$ cat src/rtl/chip_temperature_median_calc_defines.svh
// Assertion macros shared by the chip temperature median block.
`ifndef CHIP_TEMPERATURE_MEDIAN_CALC_DEFINES_SVH
`define CHIP_TEMPERATURE_MEDIAN_CALC_DEFINES_SVH
`ifndef SYNTHESIS
`define CTM_ASSERT(label, prop, msg) \
   label: assert property (@(posedge clock) disable iff (reset) prop) else $error(msg);
`define CTM_ASSERT_NEXT(label, ante, cons, msg) \
   label: assert property (@(posedge clock) disable iff (reset) ante |=> cons) else $error(msg);
`else
`define CTM_ASSERT(label, prop, msg)
`define CTM_ASSERT_NEXT(label, ante, cons, msg)
`endif
`endif

$ cat src/rtl/ctm_pkg.sv
`timescale 1ns / 1ps
// Package with the constants, types and helper functions of the chip temperature median block.
package ctm_pkg;

   localparam int RAW_W      = 12;
   localparam int CAL_W      = 12;
   localparam int OFFSET_W   = 8;
   localparam int TEMP_W     = 24;
   localparam int MV_W       = 24;
   localparam int STATUS_W   = 2;
   localparam int CSR_ADDR_W = 4;
   localparam int CSR_DATA_W = 32;

   localparam int DIV_W      = 36;
   localparam int DIVISOR_W  = 12;
   localparam int DIV_DIGITS = DIV_W / 2;
   localparam int DIV_CNT_W  = $clog2(DIV_DIGITS);
   localparam int MUL_DIGITS = RAW_W / 2;
   localparam int MUL_CNT_W  = $clog2(MUL_DIGITS);
   localparam int RAW3_W     = 25;
   localparam int SUM_W      = DIV_W + 2;

   localparam int VREF_CAL_MV   = 3600;
   localparam int SENSOR_CAL_MV = 3000;
   localparam int CAL_LOW_TEMP  = 30;
   localparam int CAL_HIGH_TEMP = 130;
   localparam int TENTHS        = 10;
   localparam int TEMP_BASE     = CAL_LOW_TEMP * TENTHS;
   localparam int TEMP_SPAN     = (CAL_HIGH_TEMP - CAL_LOW_TEMP) * TENTHS;
   localparam int T24_MAX       = 8388607;
   localparam int T24_MIN       = -8388608;

   localparam int VREF_CAL_RESET   = 1378;
   localparam int CAL_LOW_RESET    = 1040;
   localparam int CAL_HIGH_RESET   = 1380;
   localparam int TEMP_OFFSET_RESET = 0;

   typedef enum logic [1:0] {
      CSR_VREF_CAL,
      CSR_CAL_LOW,
      CSR_CAL_HIGH,
      CSR_TEMP_OFFSET
   } csr_index_type;

   typedef enum logic [STATUS_W-1:0] {
      STATUS_OK        = 0,
      STATUS_ZERO_REF  = 1,
      STATUS_EQUAL_CAL = 2
   } status_type;

   typedef enum logic [3:0] {
      ST_IDLE,
      ST_DIV_VDDA,
      ST_MUL,
      ST_DIV_RAW3,
      ST_SCALE,
      ST_DIV_TEMP,
      ST_TEMP,
      ST_MEDIAN,
      ST_EMIT
   } ctm_state_type;

   typedef struct packed {
      logic                 start;
      logic [DIV_W-1:0]     dividend;
      logic [DIVISOR_W-1:0] divisor;
   } div_req_type;

   typedef struct packed {
      logic             busy;
      logic             done;
      logic [DIV_W-1:0] quotient;
   } div_rsp_type;

   function automatic logic signed [TEMP_W-1:0] sat_temp(input logic signed [SUM_W-1:0] x);
      logic signed [TEMP_W-1:0] r;
      if (x > $signed(SUM_W'(T24_MAX))) begin
         r = TEMP_W'(T24_MAX);
      end else if (x < $signed(SUM_W'(T24_MIN))) begin
         r = TEMP_W'(T24_MIN);
      end else begin
         r = x[TEMP_W-1:0];
      end
      return r;
   endfunction

endpackage

$ cat src/rtl/ctm_req_if.sv
`timescale 1ns / 1ps
// Interface of the measurement input channel.
interface ctm_req_if import ctm_pkg::*; ();
   logic             valid;
   logic             ready;
   logic [RAW_W-1:0] vref_code;
   logic [RAW_W-1:0] raw_sensor;

   modport source (output valid, output vref_code, output raw_sensor, input ready);
   modport sink (input valid, input vref_code, input raw_sensor, output ready);
endinterface

$ cat src/rtl/ctm_rsp_if.sv
`timescale 1ns / 1ps
// Interface of the temperature result channel.
interface ctm_rsp_if import ctm_pkg::*; ();
   logic                     valid;
   logic                     ready;
   logic signed [TEMP_W-1:0] temp_tenths;
   logic [MV_W-1:0]          supply_mv;
   logic [STATUS_W-1:0]      status;

   modport source (output valid, output temp_tenths, output supply_mv, output status,
                   input ready);
   modport sink (input valid, input temp_tenths, input supply_mv, input status,
                 output ready);
endinterface

$ cat src/rtl/ctm_div.sv
`timescale 1ns / 1ps
// Radix-4 restoring divider that retires two quotient bits per cycle.
`include "chip_temperature_median_calc_defines.svh"
module ctm_div import ctm_pkg::*; (
   input  logic        clock,
   input  logic        reset,
   input  div_req_type div_req,
   output div_rsp_type div_rsp
);

   logic                 busy_ff, busy_in;
   logic                 done_ff, done_in;
   logic [DIV_CNT_W-1:0] count_ff, count_in;
   logic [DIVISOR_W-1:0] divisor_ff, divisor_in;
   logic [DIVISOR_W-1:0] rem_ff, rem_in;
   logic [DIV_W-1:0]     quo_ff, quo_in;

   logic [DIVISOR_W:0]   part1, part2, trial1, trial2;
   logic                 ge1, ge2;
   logic [DIVISOR_W-1:0] rem1, rem2;

   always_comb begin
      part1  = {rem_ff, quo_ff[DIV_W-1]};
      trial1 = part1 - {1'b0, divisor_ff};
      ge1    = part1 >= {1'b0, divisor_ff};
      rem1   = ge1 ? trial1[DIVISOR_W-1:0] : part1[DIVISOR_W-1:0];
      part2  = {rem1, quo_ff[DIV_W-2]};
      trial2 = part2 - {1'b0, divisor_ff};
      ge2    = part2 >= {1'b0, divisor_ff};
      rem2   = ge2 ? trial2[DIVISOR_W-1:0] : part2[DIVISOR_W-1:0];

      busy_in    = busy_ff;
      done_in    = 1'b0;
      count_in   = count_ff;
      divisor_in = divisor_ff;
      rem_in     = rem_ff;
      quo_in     = quo_ff;

      if (div_req.start) begin
         busy_in    = 1'b1;
         count_in   = '0;
         divisor_in = div_req.divisor;
         rem_in     = '0;
         quo_in     = div_req.dividend;
      end else if (busy_ff) begin
         quo_in   = {quo_ff[DIV_W-3:0], ge1, ge2};
         rem_in   = rem2;
         count_in = count_ff + 1'b1;
         if (count_ff == DIV_CNT_W'(DIV_DIGITS - 1)) begin
            busy_in  = 1'b0;
            done_in  = 1'b1;
            count_in = '0;
         end
      end
   end

   always_ff @(posedge clock) begin
      if (reset) begin
         busy_ff  <= 1'b0;
         done_ff  <= 1'b0;
         count_ff <= '0;
      end else begin
         busy_ff  <= busy_in;
         done_ff  <= done_in;
         count_ff <= count_in;
      end
   end

   always_ff @(posedge clock) begin
      divisor_ff <= divisor_in;
      rem_ff     <= rem_in;
      quo_ff     <= quo_in;
   end

   assign div_rsp.busy     = busy_ff;
   assign div_rsp.done     = done_ff;
   assign div_rsp.quotient = quo_ff;

   `CTM_ASSERT(div_start_when_free, div_req.start |-> !busy_ff, "divider started while busy")
   `CTM_ASSERT_NEXT(div_start_loads, div_req.start, busy_ff && count_ff == '0, "divider did not start")
   `CTM_ASSERT(div_count_idle, count_ff != '0 |-> busy_ff, "divider count moved while idle")

endmodule

$ cat src/rtl/chip_temperature_median_calc.sv
`timescale 1ns / 1ps
// Top level: calibrated chip temperature, median of three measurements.
//
//   channel   direction  handshake              beat
//   req_ch    in         valid/ready            vref_code, raw_sensor
//   rsp_ch    out        valid/ready            temp_tenths, supply_mv, status
//   csr_*     in         APB write, pready = 1  four calibration registers
//
// A measurement passes three times through the shared radix-4 divider and once through a
// serial multiply; the third of a group also takes the median before its result is emitted.
// A zero reference code or equal calibration codes skips the arithmetic and goes straight to
// the emit state, which loads the output register once it is free and then frees the input.
// Reset is synchronous and empties the group and the output register.
// A new beat is taken while a result waits; the next result stalls until the register is free.
`include "chip_temperature_median_calc_defines.svh"
module chip_temperature_median_calc import ctm_pkg::*; (
   input  logic                  clock,
   input  logic                  reset,
   ctm_req_if.sink               req_ch,
   ctm_rsp_if.source             rsp_ch,
   input  logic                  csr_psel,
   input  logic                  csr_penable,
   input  logic                  csr_pwrite,
   input  logic [CSR_ADDR_W-1:0] csr_paddr,
   input  logic [CSR_DATA_W-1:0] csr_pwdata,
   output logic [CSR_DATA_W-1:0] csr_prdata,
   output logic                  csr_pready
);

   ctm_state_type state_ff, state_in;

   logic [CAL_W-1:0]           vref_cal_ff, vref_cal_in;
   logic [CAL_W-1:0]           cal_low_ff, cal_low_in;
   logic [CAL_W-1:0]           cal_high_ff, cal_high_in;
   logic signed [OFFSET_W-1:0] offset_ff, offset_in;

   logic [1:0]                 group_count_ff, group_count_in;
   logic                       rsp_valid_ff, rsp_valid_in;
   logic [MUL_CNT_W-1:0]       mul_count_ff, mul_count_in;

   status_type                 status_ff, status_in;
   logic [RAW_W-1:0]           sensor_ff, sensor_in;
   logic [DIV_W-1:0]           acc_ff, acc_in;
   logic [MV_W-1:0]            vdda_ff, vdda_in;
   logic [RAW3_W-1:0]          mag_ff, mag_in;
   logic                       neg_ff, neg_in;
   logic signed [TEMP_W-1:0]   t_ff, t_in;
   logic signed [TEMP_W-1:0]   med_t_ff, med_t_in;
   logic [MV_W-1:0]            med_v_ff, med_v_in;
   logic signed [TEMP_W-1:0]   held_t_ff [2];
   logic signed [TEMP_W-1:0]   held_t_in [2];
   logic [MV_W-1:0]            held_v_ff [2];
   logic [MV_W-1:0]            held_v_in [2];
   logic signed [TEMP_W-1:0]   rsp_temp_ff, rsp_temp_in;
   logic [MV_W-1:0]            rsp_supply_ff, rsp_supply_in;
   status_type                 rsp_status_ff, rsp_status_in;

   div_req_type                div_req;
   div_rsp_type                div_rsp;

   logic                       req_ready;
   logic                       req_fire;
   logic                       csr_write;
   csr_index_type              csr_index;

   logic [MV_W-1:0]            vref_scaled;
   logic [MV_W+1:0]            digit_prod;
   logic [DIV_W-1:0]           mul_sum;
   logic [RAW3_W-1:0]          raw3;
   logic                       raw3_below;
   logic                       cal_desc;
   logic [DIVISOR_W-1:0]       den_mag;
   logic [DIV_W-1:0]           num_mag;
   logic signed [SUM_W-1:0]    q_ext, base, temp_sum, offset_sum;
   logic                       le01, le02, le12, pick0, pick1;

   ctm_div u_div (
      .clock   (clock),
      .reset   (reset),
      .div_req (div_req),
      .div_rsp (div_rsp)
   );

   assign csr_pready = 1'b1;
   assign csr_write  = csr_psel && csr_penable && csr_pwrite && csr_pready;
   assign csr_index  = csr_index_type'(csr_paddr[CSR_ADDR_W-1:2]);

   always_comb begin
      unique case (csr_index)
         CSR_VREF_CAL:    csr_prdata = CSR_DATA_W'(vref_cal_ff);
         CSR_CAL_LOW:     csr_prdata = CSR_DATA_W'(cal_low_ff);
         CSR_CAL_HIGH:    csr_prdata = CSR_DATA_W'(cal_high_ff);
         CSR_TEMP_OFFSET: csr_prdata = CSR_DATA_W'($unsigned(offset_ff));
         default:         csr_prdata = '0;
      endcase
   end

   always_comb begin
      vref_cal_in = vref_cal_ff;
      cal_low_in  = cal_low_ff;
      cal_high_in = cal_high_ff;
      offset_in   = offset_ff;
      if (csr_write) begin
         unique case (csr_index)
            CSR_VREF_CAL:    vref_cal_in = csr_pwdata[CAL_W-1:0];
            CSR_CAL_LOW:     cal_low_in  = csr_pwdata[CAL_W-1:0];
            CSR_CAL_HIGH:    cal_high_in = csr_pwdata[CAL_W-1:0];
            CSR_TEMP_OFFSET: offset_in   = $signed(csr_pwdata[OFFSET_W-1:0]);
            default:         offset_in   = offset_ff;
         endcase
      end
   end

   // Datapath pieces shared by the states below.
   assign vref_scaled = MV_W'(vref_cal_ff) * MV_W'(VREF_CAL_MV);
   assign digit_prod  = {2'b00, vdda_ff} * (MV_W+2)'(sensor_ff[RAW_W-1:RAW_W-2]);
   assign mul_sum     = {acc_ff[DIV_W-3:0], 2'b00} + DIV_W'(digit_prod);
   assign raw3        = div_rsp.quotient[RAW3_W-1:0];
   assign raw3_below  = raw3 < RAW3_W'(cal_low_ff);
   assign cal_desc    = cal_high_ff < cal_low_ff;
   assign den_mag     = cal_desc ? (cal_low_ff - cal_high_ff) : (cal_high_ff - cal_low_ff);
   assign num_mag     = DIV_W'(mag_ff) * DIV_W'(TEMP_SPAN);
   assign q_ext       = $signed({2'b00, div_rsp.quotient});
   assign base        = SUM_W'(TEMP_BASE);
   assign temp_sum    = neg_ff ? (base - q_ext) : (base + q_ext);
   assign offset_sum  = SUM_W'(med_t_ff) + SUM_W'(offset_ff);

   // Stable order: an earlier measurement precedes a later one on equal temperature.
   assign le01  = held_t_ff[0] <= held_t_ff[1];
   assign le02  = held_t_ff[0] <= t_ff;
   assign le12  = held_t_ff[1] <= t_ff;
   assign pick0 = le01 ^ le02;
   assign pick1 = le01 ^ ~le12;

   assign req_fire     = req_ch.valid && req_ready;
   assign req_ch.ready = req_ready;

   always_comb begin
      state_in       = state_ff;
      group_count_in = group_count_ff;
      status_in      = status_ff;
      sensor_in      = sensor_ff;
      mul_count_in   = mul_count_ff;
      acc_in         = acc_ff;
      vdda_in        = vdda_ff;
      mag_in         = mag_ff;
      neg_in         = neg_ff;
      t_in           = t_ff;
      med_t_in       = med_t_ff;
      med_v_in       = med_v_ff;
      held_t_in      = held_t_ff;
      held_v_in      = held_v_ff;
      rsp_valid_in   = rsp_valid_ff && !rsp_ch.ready;
      rsp_temp_in    = rsp_temp_ff;
      rsp_supply_in  = rsp_supply_ff;
      rsp_status_in  = rsp_status_ff;
      div_req        = '0;
      req_ready      = 1'b0;

      unique case (state_ff)
         ST_IDLE: begin
            req_ready = 1'b1;
            if (req_ch.valid) begin
               sensor_in    = req_ch.raw_sensor;
               mul_count_in = '0;
               if (req_ch.vref_code == '0) begin
                  status_in      = STATUS_ZERO_REF;
                  group_count_in = '0;
                  state_in       = ST_EMIT;
               end else if (cal_high_ff == cal_low_ff) begin
                  status_in      = STATUS_EQUAL_CAL;
                  group_count_in = '0;
                  state_in       = ST_EMIT;
               end else begin
                  status_in        = STATUS_OK;
                  div_req.start    = 1'b1;
                  div_req.dividend = DIV_W'(vref_scaled);
                  div_req.divisor  = req_ch.vref_code;
                  state_in         = ST_DIV_VDDA;
               end
            end
         end
         ST_DIV_VDDA: begin
            if (div_rsp.done) begin
               vdda_in  = div_rsp.quotient[MV_W-1:0];
               acc_in   = '0;
               state_in = ST_MUL;
            end
         end
         ST_MUL: begin
            acc_in       = mul_sum;
            sensor_in    = {sensor_ff[RAW_W-3:0], 2'b00};
            mul_count_in = mul_count_ff + 1'b1;
            if (mul_count_ff == MUL_CNT_W'(MUL_DIGITS - 1)) begin
               div_req.start    = 1'b1;
               div_req.dividend = mul_sum;
               div_req.divisor  = DIVISOR_W'(SENSOR_CAL_MV);
               state_in         = ST_DIV_RAW3;
            end
         end
         ST_DIV_RAW3: begin
            if (div_rsp.done) begin
               mag_in   = raw3_below ? (RAW3_W'(cal_low_ff) - raw3) : (raw3 - RAW3_W'(cal_low_ff));
               neg_in   = raw3_below ^ cal_desc;
               state_in = ST_SCALE;
            end
         end
         ST_SCALE: begin
            div_req.start    = 1'b1;
            div_req.dividend = num_mag;
            div_req.divisor  = den_mag;
            state_in         = ST_DIV_TEMP;
         end
         ST_DIV_TEMP: begin
            if (div_rsp.done) begin
               t_in     = sat_temp(temp_sum);
               state_in = ST_TEMP;
            end
         end
         ST_TEMP: begin
            if (group_count_ff == 2'd2) begin
               state_in = ST_MEDIAN;
            end else begin
               held_t_in[group_count_ff[0]] = t_ff;
               held_v_in[group_count_ff[0]] = vdda_ff;
               group_count_in               = group_count_ff + 1'b1;
               state_in                     = ST_IDLE;
            end
         end
         ST_MEDIAN: begin
            if (pick0) begin
               med_t_in = held_t_ff[0];
               med_v_in = held_v_ff[0];
            end else if (pick1) begin
               med_t_in = held_t_ff[1];
               med_v_in = held_v_ff[1];
            end else begin
               med_t_in = t_ff;
               med_v_in = vdda_ff;
            end
            group_count_in = '0;
            state_in       = ST_EMIT;
         end
         ST_EMIT: begin
            if (!rsp_valid_ff || rsp_ch.ready) begin
               rsp_valid_in  = 1'b1;
               rsp_status_in = status_ff;
               if (status_ff == STATUS_OK) begin
                  rsp_temp_in   = sat_temp(offset_sum);
                  rsp_supply_in = med_v_ff;
               end else begin
                  rsp_temp_in   = '0;
                  rsp_supply_in = '0;
               end
               state_in = ST_IDLE;
            end
         end
         default: begin
            state_in = ST_IDLE;
         end
      endcase
   end

   always_ff @(posedge clock) begin
      if (reset) begin
         state_ff <= ST_IDLE;
      end else begin
         state_ff <= state_in;
      end
   end

   always_ff @(posedge clock) begin
      if (reset) begin
         vref_cal_ff    <= CAL_W'(VREF_CAL_RESET);
         cal_low_ff     <= CAL_W'(CAL_LOW_RESET);
         cal_high_ff    <= CAL_W'(CAL_HIGH_RESET);
         offset_ff      <= OFFSET_W'(TEMP_OFFSET_RESET);
         group_count_ff <= '0;
         rsp_valid_ff   <= 1'b0;
         mul_count_ff   <= '0;
      end else begin
         vref_cal_ff    <= vref_cal_in;
         cal_low_ff     <= cal_low_in;
         cal_high_ff    <= cal_high_in;
         offset_ff      <= offset_in;
         group_count_ff <= group_count_in;
         rsp_valid_ff   <= rsp_valid_in;
         mul_count_ff   <= mul_count_in;
      end
   end

   always_ff @(posedge clock) begin
      status_ff     <= status_in;
      sensor_ff     <= sensor_in;
      acc_ff        <= acc_in;
      vdda_ff       <= vdda_in;
      mag_ff        <= mag_in;
      neg_ff        <= neg_in;
      t_ff          <= t_in;
      med_t_ff      <= med_t_in;
      med_v_ff      <= med_v_in;
      held_t_ff     <= held_t_in;
      held_v_ff     <= held_v_in;
      rsp_temp_ff   <= rsp_temp_in;
      rsp_supply_ff <= rsp_supply_in;
      rsp_status_ff <= rsp_status_in;
   end

   assign rsp_ch.valid       = rsp_valid_ff;
   assign rsp_ch.temp_tenths = rsp_temp_ff;
   assign rsp_ch.supply_mv   = rsp_supply_ff;
   assign rsp_ch.status      = rsp_status_ff;

   `CTM_ASSERT(group_count_bound, group_count_ff != 2'd3, "group count overflowed")
   `CTM_ASSERT_NEXT(zero_ref_restart, req_fire && req_ch.vref_code == '0, state_ff == ST_EMIT && group_count_ff == '0, "zero reference code did not restart the group")
   `CTM_ASSERT(error_zero_payload, rsp_valid_ff && rsp_status_ff != STATUS_OK |-> rsp_temp_ff == '0 && rsp_supply_ff == '0, "error beat carries data")
   `CTM_ASSERT(median_full_group, state_ff == ST_MEDIAN |-> group_count_ff == 2'd2, "median taken from a partial group")
   `CTM_ASSERT(idle_divider_free, state_ff == ST_IDLE |-> !div_rsp.busy, "divider busy while idle")

endmodule
$ cat src/flat_wrapper.sv
// flat-port wrapper written by rule: the top's interface ports become plain ports
module chip_temperature_median_calc_flat import ctm_pkg::*;
  (clock, reset, csr_psel, csr_penable, csr_pwrite, csr_paddr, csr_pwdata, csr_prdata, csr_pready, req_ch_valid, req_ch_vref_code, req_ch_raw_sensor, req_ch_ready, rsp_ch_valid, rsp_ch_temp_tenths, rsp_ch_supply_mv, rsp_ch_status, rsp_ch_ready);
  ctm_req_if req_ch_i ();
  ctm_rsp_if rsp_ch_i ();
  input  logic clock;
  input  logic reset;
  input  logic csr_psel;
  input  logic csr_penable;
  input  logic csr_pwrite;
  input  logic [CSR_ADDR_W-1:0] csr_paddr;
  input  logic [CSR_DATA_W-1:0] csr_pwdata;
  output logic [CSR_DATA_W-1:0] csr_prdata;
  output logic csr_pready;
  input wire logic [$bits(req_ch_i.valid)-1:0] req_ch_valid;
  input wire logic [$bits(req_ch_i.vref_code)-1:0] req_ch_vref_code;
  input wire logic [$bits(req_ch_i.raw_sensor)-1:0] req_ch_raw_sensor;
  output wire logic [$bits(req_ch_i.ready)-1:0] req_ch_ready;
  output wire logic [$bits(rsp_ch_i.valid)-1:0] rsp_ch_valid;
  output wire logic [$bits(rsp_ch_i.temp_tenths)-1:0] rsp_ch_temp_tenths;
  output wire logic [$bits(rsp_ch_i.supply_mv)-1:0] rsp_ch_supply_mv;
  output wire logic [$bits(rsp_ch_i.status)-1:0] rsp_ch_status;
  input wire logic [$bits(rsp_ch_i.ready)-1:0] rsp_ch_ready;
  assign req_ch_i.valid = req_ch_valid;
  assign req_ch_i.vref_code = req_ch_vref_code;
  assign req_ch_i.raw_sensor = req_ch_raw_sensor;
  assign req_ch_ready = req_ch_i.ready;
  assign rsp_ch_valid = rsp_ch_i.valid;
  assign rsp_ch_temp_tenths = rsp_ch_i.temp_tenths;
  assign rsp_ch_supply_mv = rsp_ch_i.supply_mv;
  assign rsp_ch_status = rsp_ch_i.status;
  assign rsp_ch_i.ready = rsp_ch_ready;
  chip_temperature_median_calc u_core (.clock(clock), .reset(reset), .req_ch(req_ch_i), .rsp_ch(rsp_ch_i), .csr_psel(csr_psel), .csr_penable(csr_penable), .csr_pwrite(csr_pwrite), .csr_paddr(csr_paddr), .csr_pwdata(csr_pwdata), .csr_prdata(csr_prdata), .csr_pready(csr_pready));
endmodule
$ cat config.mk
export PLATFORM = sky130hd
export DESIGN_NAME = chip_temperature_median_calc_flat
export DESIGN_NICKNAME = d
export VERILOG_FILES = /design/src/rtl/ctm_pkg.sv /design/src/rtl/ctm_req_if.sv /design/src/rtl/ctm_rsp_if.sv /design/src/rtl/ctm_div.sv /design/src/rtl/chip_temperature_median_calc.sv /design/src/flat_wrapper.sv
export VERILOG_INCLUDE_DIRS = /design/src /design/src/rtl
export SDC_FILE = /design/constraint.sdc
export NUM_CORES = 1
export LEC_CHECK = 0
export ABC_AREA = 1
export BUFFER_PORTS_ARGS = -buffer_cell sky130_fd_sc_hd__buf_2
export CORE_ASPECT_RATIO = 1.75
export CORE_MARGIN = 5
export CORE_UTILIZATION = 51
export CTS_CLUSTER_SIZE = 8
export DETAILED_ROUTE_END_ITERATION = 16
export PLACE_DENSITY = 0.69
export RECOVER_POWER = 25
export SYNTH_ARGS = -nofsm -noshare
export SYNTH_HDL_FRONTEND = slang
export SYNTH_HIERARCHICAL = 1
export SYNTH_SLANG_ARGS = --single-unit
$ cat constraint.sdc
create_clock -name clock -period 11.8 [get_ports clock]
set_clock_uncertainty 0.05 [all_clocks]
set_input_delay 1.18 -clock clock [delete_from_list [all_inputs] [get_ports clock]]
set_output_delay 1.18 -clock clock [all_outputs]
set_load 0.05 [all_outputs]
==> flow_summary.toml <==
[floorplanning]
rows = 127
die_h_um = 357.7
core-area_sq_um = 68490
start_util = 0.5145
io_pins = 152
die-area_sq_um = 74660
fp.dieW_um = 208.7

[clock_network]
path_clk_slew_ns = 0.06
cts-root-buf = "clkbuf_16"
cts_tree = "done"
numCtsBuffers = 60
ctsHoldBuffers = 0
insertion_delay_ns = 0.67
cts_resized = 0
clockBufferDepth = 3
htreeDepth = 2
postCtsSetupRepairBufs = 0
clkSinkCount = 437

[setup_path]
critPathCaptureType = "flip-flop"
cp_data_required_time_ns = 12.14
start_kind = "flip-flop"
r2r_end = "u_core/u_div/quo_ff[30]"
rrSetupSlack_ns = 6.52
worstPathMaxFanout = 5
arrival_ns = 5.62
reg2reg_depth = 20
worstSetupStartpoint = "u_core/mag_ff[0]"
timing.rr.start = "u_core/mag_ff[0]"
critical_path_class = "flip-flop to flip-flop"

[timing]
period_minus_slack_ns = 5.276
setup_tns_ns = 0
setup_viol = 0
relSlewSlack = 0.006813
hold_ws_ns = 0.3838
fmax_mhz = 189.6
hold_violations = 0
rsz0062_at_grt = "false"
drv_slew = 0
worst_slew_pin_slew_ns = 1.490
finalCritPeriodShare = 0.4471

[routing]
totalWireLength_mm = 108.0
antenna_left = 0
vias_per_cell = 5.529
detail_route.wl_per_cell_um = 19.66
drt-initial-drc-count = 2279
drc = 0
dr_total_vias = 30370
dr.pass1.iters = 5

[synth]
synth.avg_cell_area_sq_um = 7.927
synth_cells = 4445
synth_warnings = 6
synth_area_sq_um = 35240

[cells_and_area]
drive_gt1_frac = 0.05840
syn2layout_area_growth_pct = 8.866
diodes = 0
nets = 5060

[global_route]
grt_pass1_vias = 29790
grt_overflow_total = 0
grt_max_degree = 53
grt_use_total = 0.2815
grt_pass1_wl_mm = 164.0
grt_antenna_before_repair = 4

[placement]
gp_congestion = 1.018
io_buffers = 108
dpl.hpwl_mm = 86.11

[power]
p_per_area_nw_per_um2 = 184.2
ir_drop_mv = 0.2495
p_leak_uw = 0.01845

[worst_hold_path]
hold_depth = 0
min_path_type = "flip-flop to flip-flop"
holdPathEnd = "u_core/held_t_ff[44]"
hp-start = "u_core/t_ff[20]"

[status]
status = "complete, no violations"

[run]
drv_cap = 0
## placed cells by master, fill, tap and decap left out, types with 73 or more instances in the layout
master	n
xor2_1	96
ha_1	320
nand3_1	312
edfxtp_1	364
buf_2	107
fa_1	136
a21oi_1	236
o21ai_0	187
inv_1	684
nand2_1	1160
nor2_1	368
dfxtp_1	73
## report_power, final
| group | switching [uW] | internal (uW) |
|---|---|---|
| Sequential | 338 | 1930 |
| Combinational | 2170 | 964 |
| Clock | 699 | 965 |
| Total | 3210 | 3860 |
## per-layer routing
metal | part of all wire | vias up | GRT usage
met5 | 0.00021 | - | 0
met4 | 0.091 | 4 | 0.2043
met3 | 0.055 | 389 | 0.03370
met2 | 0.50 | 1087 | 0.5093
met1 | 0.35 | 14240 | 0.3014
li1 | - | 14650 | -
## worst max-delay path, cell delays in order, from the launching register on
cell and delay (ns):
edfxtp_1 0.51, fa_1 0.57, fa_1 0.52, inv_1 0.06, fa_1 0.49, fa_1 0.52
inv_1 0.04, ha_1 0.34, a21oi_1 0.13, o21ai_0 0.20, a21oi_1 0.29, inv_1 0.07
nand2_1 0.06, nand2_1 0.12, a21oi_1 0.23, o21ai_0 0.14, or2_2 0.29, nand2_1 0.06
o21ai_0 0.08, nand2_1 0.08, nand2_1 0.13
## state kept, by name (all words and copies together) (netlist names), 12 cells and up
signal,flops
u_core/held_t_ff,48
u_core/held_v_ff,48
u_core/u_div/quo_ff,36
u_core/acc_ff,34
u_core/mag_ff,25
u_core/med_t_ff,24
u_core/med_v_ff,24
u_core/rsp_ch.supply_mv,24
u_core/rsp_ch.temp_tenths,24
u_core/t_ff,24
u_core/vdda_ff,24
u_core/cal_high_ff,12
u_core/cal_low_ff,12
u_core/sensor_ff,12
u_core/u_div/divisor_ff,12
u_core/u_div/rem_ff,12
u_core/vref_cal_ff,12
## layout make-up
cell class	count	area (sq um)
Fill cell	6539	30130
Multi-Input combinational cell	3207	19720
Sequential cell	437	12390
Inverter	695	2609
Clock buffer	111	1703
Tap cell	903	1130
Timing Repair Buffer	136	719.4
Clock inverter	3	90.09
## how the worst max path moves through the flow
stage               cells past startpoint                 endpoint  slack [ns]
finish                                 20  u_core/u_div/quo_ff[30]        6.52
floorplan                               6       u_core/state_ff[3]        7.09
detailed placement                     20  u_core/u_div/quo_ff[30]        6.61
global route                           20  u_core/u_div/quo_ff[30]        6.19
global placement                       20  u_core/u_div/quo_ff[30]        6.59
CTS                                    20  u_core/u_div/quo_ff[30]        6.59
## per-stage QoR
step	setup slack, ns	cells	total power (uW)	util	area (sq um)
after global placement	6.588	5378	5338	0.5345	36610
after floorplan	7.085	4464	4372	-	35310
after CTS	6.586	5492	7065	0.5607	38400
final	6.524	5492	7066	0.5601	38360
after global routing	6.191	5492	7496	0.5601	38360
after detailed placement	6.606	5378	5361	0.5345	36610
(Power assumes the default switching activity.)
